### config.mk
export PLATFORM = sky130hd
export DESIGN_NAME = modular_inverse_ext_euclid
export DESIGN_NICKNAME = d
export VERILOG_FILES = /design/src/rtl/core/mie_pkg.sv /design/src/rtl/core/mie_seq.sv /design/src/rtl/core/mie_datapath.sv /design/src/rtl/core/modular_inverse_ext_euclid.sv
export SDC_FILE = /design/constraint.sdc
export NUM_CORES = 1
export LEC_CHECK = 0
export ABC_AREA = 1
export CAP_MARGIN = 15
export CORE_ASPECT_RATIO = 0.6
export CORE_MARGIN = 2
export CORE_UTILIZATION = 45
export CTS_CLUSTER_DIAMETER = 150
export DETAILED_ROUTE_END_ITERATION = 8
export DONT_BUFFER_PORTS = 1
export GPL_TIMING_DRIVEN = 0
export PLACE_DENSITY_LB_ADDON = 0.12
export REMOVE_ABC_BUFFERS = 1
export SLEW_MARGIN = 40
export SYNTH_ARGS = -nofsm -noshare
export SYNTH_HDL_FRONTEND = slang
export SYNTH_SLANG_ARGS = --single-unit
### constraint.sdc
create_clock -name clk -period 5.46 [get_ports clk]
set_clock_uncertainty 0.15 [all_clocks]
set_input_delay 0.273 -clock clk [delete_from_list [all_inputs] [get_ports clk]]
set_output_delay 0.273 -clock clk [all_outputs]
set_load 0.01 [all_outputs]
### src/rtl/core/mie_pkg.sv
// Shared types and constants for the modular inverse block.
// Used by the sequencer, the datapath and the top level. No dependencies.
`default_nettype none

package mie_pkg;

    localparam int          MIE_WORD_BITS     = 31;
    localparam logic [63:0] MIE_MODULUS_RESET = 64'd1000000007;

    typedef enum logic [2:0] {
        ST_IDLE,
        ST_TEST,
        ST_DIV,
        ST_UPDATE,
        ST_FIX
    } mie_state_t;

    typedef struct packed {
        logic load;
        logic div_init;
        logic div_step;
        logic update;
        logic out_write;
    } mie_ctrl_t;

    typedef struct packed {
        logic rc_zero;
    } mie_status_t;

endpackage

`default_nettype wire

### src/rtl/core/mie_seq.sv
// Sequencer for the modular inverse block: handshakes, state machine and
// division bit counter. Depends on mie_pkg.
`default_nettype none

module mie_seq #(
    parameter int WORD_BITS = mie_pkg::MIE_WORD_BITS
) (
    input  wire logic              clk,
    input  wire logic              rst_n,
    input  wire logic              in_valid,
    output logic                   in_stall,
    output logic                   out_valid,
    input  wire logic              out_stall,
    input  wire mie_pkg::mie_status_t status,
    output mie_pkg::mie_ctrl_t     ctrl
);
    import mie_pkg::*;

    localparam int CNT_W = $clog2(WORD_BITS);
    localparam logic [CNT_W-1:0] CNT_LAST = CNT_W'(WORD_BITS - 1);

    mie_state_t       state_reg, state_next;
    logic [CNT_W-1:0] cnt_reg, cnt_next;
    logic             out_valid_reg, out_valid_next;

    always_ff @(posedge clk or negedge rst_n)
    begin
        if (!rst_n)
        begin
            state_reg     <= ST_IDLE;
            cnt_reg       <= '0;
            out_valid_reg <= 1'b0;
        end
        else
        begin
            state_reg     <= state_next;
            cnt_reg       <= cnt_next;
            out_valid_reg <= out_valid_next;
        end
    end

    always_comb
    begin
        state_next     = state_reg;
        cnt_next       = cnt_reg;
        ctrl           = '0;
        // drop the held result once it is taken
        out_valid_next = out_valid_reg && out_stall;
        unique case (state_reg)
            ST_IDLE:
            begin
                if (in_valid)
                begin
                    ctrl.load  = 1'b1;
                    state_next = ST_TEST;
                end
            end
            ST_TEST:
            begin
                if (status.rc_zero)
                begin
                    state_next = ST_FIX;
                end
                else
                begin
                    ctrl.div_init = 1'b1;
                    cnt_next      = '0;
                    state_next    = ST_DIV;
                end
            end
            ST_DIV:
            begin
                ctrl.div_step = 1'b1;
                if (cnt_reg == CNT_LAST)
                begin
                    state_next = ST_UPDATE;
                end
                else
                begin
                    cnt_next = cnt_reg + 1'b1;
                end
            end
            ST_UPDATE:
            begin
                ctrl.update = 1'b1;
                state_next  = ST_TEST;
            end
            ST_FIX:
            begin
                // wait for the output register to free up
                if (!out_valid_reg || !out_stall)
                begin
                    ctrl.out_write = 1'b1;
                    out_valid_next = 1'b1;
                    state_next     = ST_IDLE;
                end
            end
            default:
            begin
                state_next = ST_IDLE;
            end
        endcase
    end

    assign in_stall  = (state_reg != ST_IDLE);
    assign out_valid = out_valid_reg;

endmodule

`default_nettype wire

### src/rtl/core/mie_datapath.sv
// Datapath for the modular inverse block: remainder and coefficient
// registers around one shared restoring-division step. Depends on mie_pkg.
`default_nettype none

module mie_datapath #(
    parameter int WORD_BITS = mie_pkg::MIE_WORD_BITS
) (
    input  wire logic                 clk,
    input  wire mie_pkg::mie_ctrl_t   ctrl,
    output mie_pkg::mie_status_t      status,
    input  wire logic [WORD_BITS-1:0] value,
    input  wire logic [WORD_BITS-1:0] modulus,
    output logic [WORD_BITS-1:0]      inverse_value
);
    import mie_pkg::*;

    // coefficients stay within the larger operand; products within twice that
    localparam int CW = WORD_BITS + 3;

    logic [WORD_BITS-1:0]  rp_reg, rc_reg, dvd_reg, rem_reg;
    logic signed [CW-1:0]  cp_reg, cc_reg, prod_reg;
    logic [WORD_BITS-1:0]  inverse_reg;

    logic [WORD_BITS:0]    shifted;
    logic [WORD_BITS+1:0]  diff;
    logic                  qbit;
    logic [WORD_BITS-1:0]  rem_next;
    logic signed [CW-1:0]  prod_next;
    logic signed [CW-1:0]  fix_sum;

    // one division step: shift in a dividend bit, trial subtract,
    // and fold the quotient bit into quot * cc MSB first
    always_comb
    begin
        shifted   = {rem_reg, dvd_reg[WORD_BITS-1]};
        diff      = {1'b0, shifted} - {2'b00, rc_reg};
        qbit      = !diff[WORD_BITS+1];
        rem_next  = qbit ? diff[WORD_BITS-1:0] : shifted[WORD_BITS-1:0];
        prod_next = {prod_reg[CW-2:0], 1'b0} + (qbit ? cc_reg : {CW{1'b0}});
        fix_sum   = cp_reg[CW-1] ? (cp_reg + signed'({3'b000, modulus})) : cp_reg;
    end

    always_ff @(posedge clk)
    begin
        if (ctrl.load)
        begin
            rp_reg <= modulus;
            rc_reg <= value;
            cp_reg <= '0;
            cc_reg <= CW'(1);
        end
        if (ctrl.div_init)
        begin
            dvd_reg  <= rp_reg;
            rem_reg  <= '0;
            prod_reg <= '0;
        end
        if (ctrl.div_step)
        begin
            dvd_reg  <= {dvd_reg[WORD_BITS-2:0], 1'b0};
            rem_reg  <= rem_next;
            prod_reg <= prod_next;
        end
        if (ctrl.update)
        begin
            rp_reg <= rc_reg;
            rc_reg <= rem_reg;
            cp_reg <= cc_reg;
            cc_reg <= cp_reg - prod_reg;
        end
        if (ctrl.out_write)
        begin
            inverse_reg <= fix_sum[WORD_BITS-1:0];
        end
    end

    assign status.rc_zero = (rc_reg == '0);
    assign inverse_value  = inverse_reg;

endmodule

`default_nettype wire

### src/rtl/core/modular_inverse_ext_euclid.sv
// Modular inverse by the extended Euclidean algorithm, one item at a time.
// Each of the k Euclid iterations runs WORD_BITS division steps plus test and update
// (k <= ~46). Input stalls while an item is in work, so one item is taken at a time,
// and a stalled result holds the block before its final write.
// Reset: modulus returns to 1000000007, the sequencer goes idle, no output pending.
// Depends on mie_pkg, mie_seq and mie_datapath.
`default_nettype none

module modular_inverse_ext_euclid #(
    parameter int WORD_BITS = mie_pkg::MIE_WORD_BITS
) (
    input  wire logic                 clk,
    input  wire logic                 rst_n,
    input  wire logic                 in_valid,
    output logic                      in_stall,
    input  wire logic [WORD_BITS-1:0] value,
    output logic                      out_valid,
    input  wire logic                 out_stall,
    output logic [WORD_BITS-1:0]      inverse_value,
    input  wire logic                 cfg_valid,
    output logic                      cfg_ready,
    input  wire logic [WORD_BITS-1:0] modulus
);
    import mie_pkg::*;

    logic [WORD_BITS-1:0] modulus_reg;
    mie_ctrl_t            ctrl;
    mie_status_t          status;

    always_ff @(posedge clk or negedge rst_n)
    begin
        if (!rst_n)
        begin
            modulus_reg <= MIE_MODULUS_RESET[WORD_BITS-1:0];
        end
        else if (cfg_valid && cfg_ready)
        begin
            modulus_reg <= modulus;
        end
    end

    assign cfg_ready = 1'b1;

    mie_seq #(
        .WORD_BITS (WORD_BITS)
    ) u_seq (
        .clk       (clk),
        .rst_n     (rst_n),
        .in_valid  (in_valid),
        .in_stall  (in_stall),
        .out_valid (out_valid),
        .out_stall (out_stall),
        .status    (status),
        .ctrl      (ctrl)
    );

    mie_datapath #(
        .WORD_BITS (WORD_BITS)
    ) u_datapath (
        .clk           (clk),
        .ctrl          (ctrl),
        .status        (status),
        .value         (value),
        .modulus       (modulus_reg),
        .inverse_value (inverse_value)
    );

endmodule

`default_nettype wire

==> impl_metrics.tcl <==
set metrics [dict create \
    status "finished clean" \
    slew_headroom 0.408 \
    worstPathMaxFanout 58 \
    cts.htree.levels 2 \
    rsz0062_at_grt "yes" \
    whs_ns 0.0231 \
    final_nets 2904 \
    synthArstFlopShare 0.135 \
    cap_violations 0 \
    ys.flop_type "edfxtp_1" \
    critPathKind "flip-flop to flip-flop" \
    synth_top_area_cell "edfxtp_1" \
    ys_warn_count 0 \
    dr.pass1.iters 6 \
    crit_arrival_ns 5.35 \
    synth_fa_ha_area_frac 0.0848 \
    yosysSeqAreaShare 0.440 \
    path_cells "ha_1, fa_1, inv_1, nand2_1, nand2_1, nand3_1, nand2_2, nand2_2, nand2_2, nand2_2, nand2_8, inv_8, nor2_1, ha_1, nand3_1, nand3_1, a21oi_1, o21ai_0, nand4_1, a21oi_1, nor2_1" \
    met2_usage 0.351 \
    met3_usage 0.0952 \
    drtAntennaViolNets 0 \
    crit_path_end_kind "flip-flop" \
    grt_antenna_before_repair 1 \
    hold_viol 0 \
    io_buffer_count 0 \
    routed_wl_mm 67.8 \
    io_pins 101 \
    avgRoutedWirePerCell_um 20.5 \
    area.growth.synth_to_final_pct 15.7 \
    cts_setup_buffers 0 \
    synth.cell_area_um2 19800 \
    drv_slew 0 \
    cts.sinks 297 \
    drive_above_1_share 0.0505 \
    min_period_over_period 0.954 \
    hold_class "input port to flip-flop" \
    cpMostUsedCell "nand2_2" \
    setup_viol 0 \
    drcViolationCount 0 \
    yosys.area_share.simple 0.252 \
    grt_overflow_total 0 \
    dieArea_um2 45800 \
    gp_congestion 1.02 \
    critPathMaxStageDelay_ns 0.73 \
    hpwl_mm 53.1 \
    diodes 0 \
    vias 18200 \
    required_ns 5.60 \
    cts-buffers-inserted 34 \
    grt_pass1_vias 16500 \
    core_area_um2 43400 \
    yosysMostFrequentCell "nand2_1" \
    start_kind "flip-flop" \
    synth_common_cells "nand2_1, inv_1, nor2_1, edfxtp_1, a21oi_1" \
    die_h_um 167 \
    yosys.area_share.xor_xnor 0.0159 \
    initialDrtViolationCount 2608 \
    die_x_um 275 \
    start_util 0.457 \
    grt_pass1_wl_mm 102 \
    grt_use_met1 0.501 \
    placementRows 59 \
    synthMuxAreaShare 0 \
    avgSynthCellArea_um2 7.66 \
    finalCriticalPeriod_ns 5.21 \
    worst_pin_slew_ns 0.879 \
    vias_per_cell 5.49 \
    track_usage 0.296 \
    cts_tree "built" \
    clock_latency_ns 0.54 \
    grt_max_degree 63 \
    cts.path.max_buffers 3 \
    top_usage_layer "met1" \
    ys_types 46 \
    clockRootBuffer "clkbuf_16" \
    synth_top_family_by_area "simple AND/OR/NAND/NOR gates" \
    nFillCells 4210 \
    ys_ff_latch 297 \
    synth.top_cell.area_share 0.388 \
    synth.area.top_cells "edfxtp_1, nand2_1, ha_1, inv_1, nor2_1" \
    path_clk_slew_ns 0.06 \
    syn_inst 2588 \
    synth-edff-count 256 \
    synth_compound_area_frac 0.131 \
    critical_path.slowest_cell "o21ai_0" \
    fmax_mhz 192 \
]
-- per-layer routing --
layer,wire length [um],vias up
met3,8150,61
met4,845,2
li1,-,8825
met1,35200,8509
met5,122,-
met2,23400,766
-- critical path: cells and delay by family, from the launching register on --
kind                     cells  cell delay (ns)
AO/OA/AOI/OAI                3             1.16
adder cells (fa/ha/maj)      3             0.94
buffers and inverters        2             0.28
flip-flops                   1             0.42
AND/OR/NAND/NOR             13             1.99
-- metrics by stage --
| step | area (um^2) | setup slack [ns] | util | cells | TNS (ns) |
|---|---|---|---|---|---|
| final | 23000 | 0.252 | 0.529 | 3309 | 0 |
| after global routing | 23000 | -0.0226 | 0.529 | 3309 | -0.0226 |
| after floorplan | 19600 | -7.52 | - | 2529 | -1330.07 |
| after global placement | 20300 | -19.08 | 0.467 | 3108 | -4214.24 |
| after CTS | 22900 | 0.0318 | 0.529 | 3309 | 0 |
| after detailed placement | 20700 | -0.0732 | 0.477 | 3141 | -0.0732 |
-- repair_timing --
| action | 4_1_cts | 5_1_grt |
|---|---|---|
| gates resized for setup | 1 | 3 |
| endpoints found under the hold margin | 107 | 0 |
| endpoints found under the setup margin | 1 | 13 |
| hold buffers | 107 | 0 |
-- cells by family (layout without fill, tap and decap cells) --
kind of cell             Yosys count  in the layout
other                              1              1
AO/OA/AOI/OAI                    494            494
XOR/XNOR                          36             36
flip-flops                       297            297
buffers and inverters            386            528
adder cells (fa/ha/maj)          132            132
AND/OR/NAND/NOR                 1242           1242
-- path summary, 6_finish.rpt --
path | from | to | slack (ns) | depth (start not counted)
setup reg to reg | u_datapath.rc_reg[0] | u_datapath.prod_reg[26] | 0.25 | 21
setup / recovery | u_datapath.rc_reg[0] | u_datapath.prod_reg[26] | 0.25 | 21
max in group asynchronous | rst_n | modulus_reg[29] | 4.76 | 2
min in group asynchronous | rst_n | modulus_reg[22] | 0.09 | 2
hold / removal | cfg_valid | modulus_reg[22] | 0.02 | 2
hold reg to reg | u_datapath.rp_reg[0] | u_datapath.dvd_reg[0] | 0.30 | 2
-- layout make-up --
cell class / instances / area, um^2 / share of cell area
tap: 579 / 724 / 0.0316
timing repair buffer: 140 / 1500 / 0.0652
clock inverter: 16 / 126 / 0.00550
multi-input combinational: 1905 / 9650 / 0.420
clock buffer: 45 / 997 / 0.0434
sequential: 297 / 8730 / 0.380
inverter: 327 / 1240 / 0.0540
-- layout by cell type (no fill, tap or decap), drive strengths merged, types with 12 or more instances in the layout --
cell / n
a21oi: 218
buf: 35
clkbuf: 45
dfrtp: 24
dfstp: 16
dlygate4sd3: 105
edfxtp: 256
ha: 128
inv: 330
nand2: 747
nand3: 105
nand4: 18
nor2: 312
nor3: 37
o21ai: 225
o21bai: 19
xnor2: 24
xor2: 12
Power is left out: the tool's default activity adds up to more than one toggle a clock period on the data nets, which glitch-free logic cannot reach.
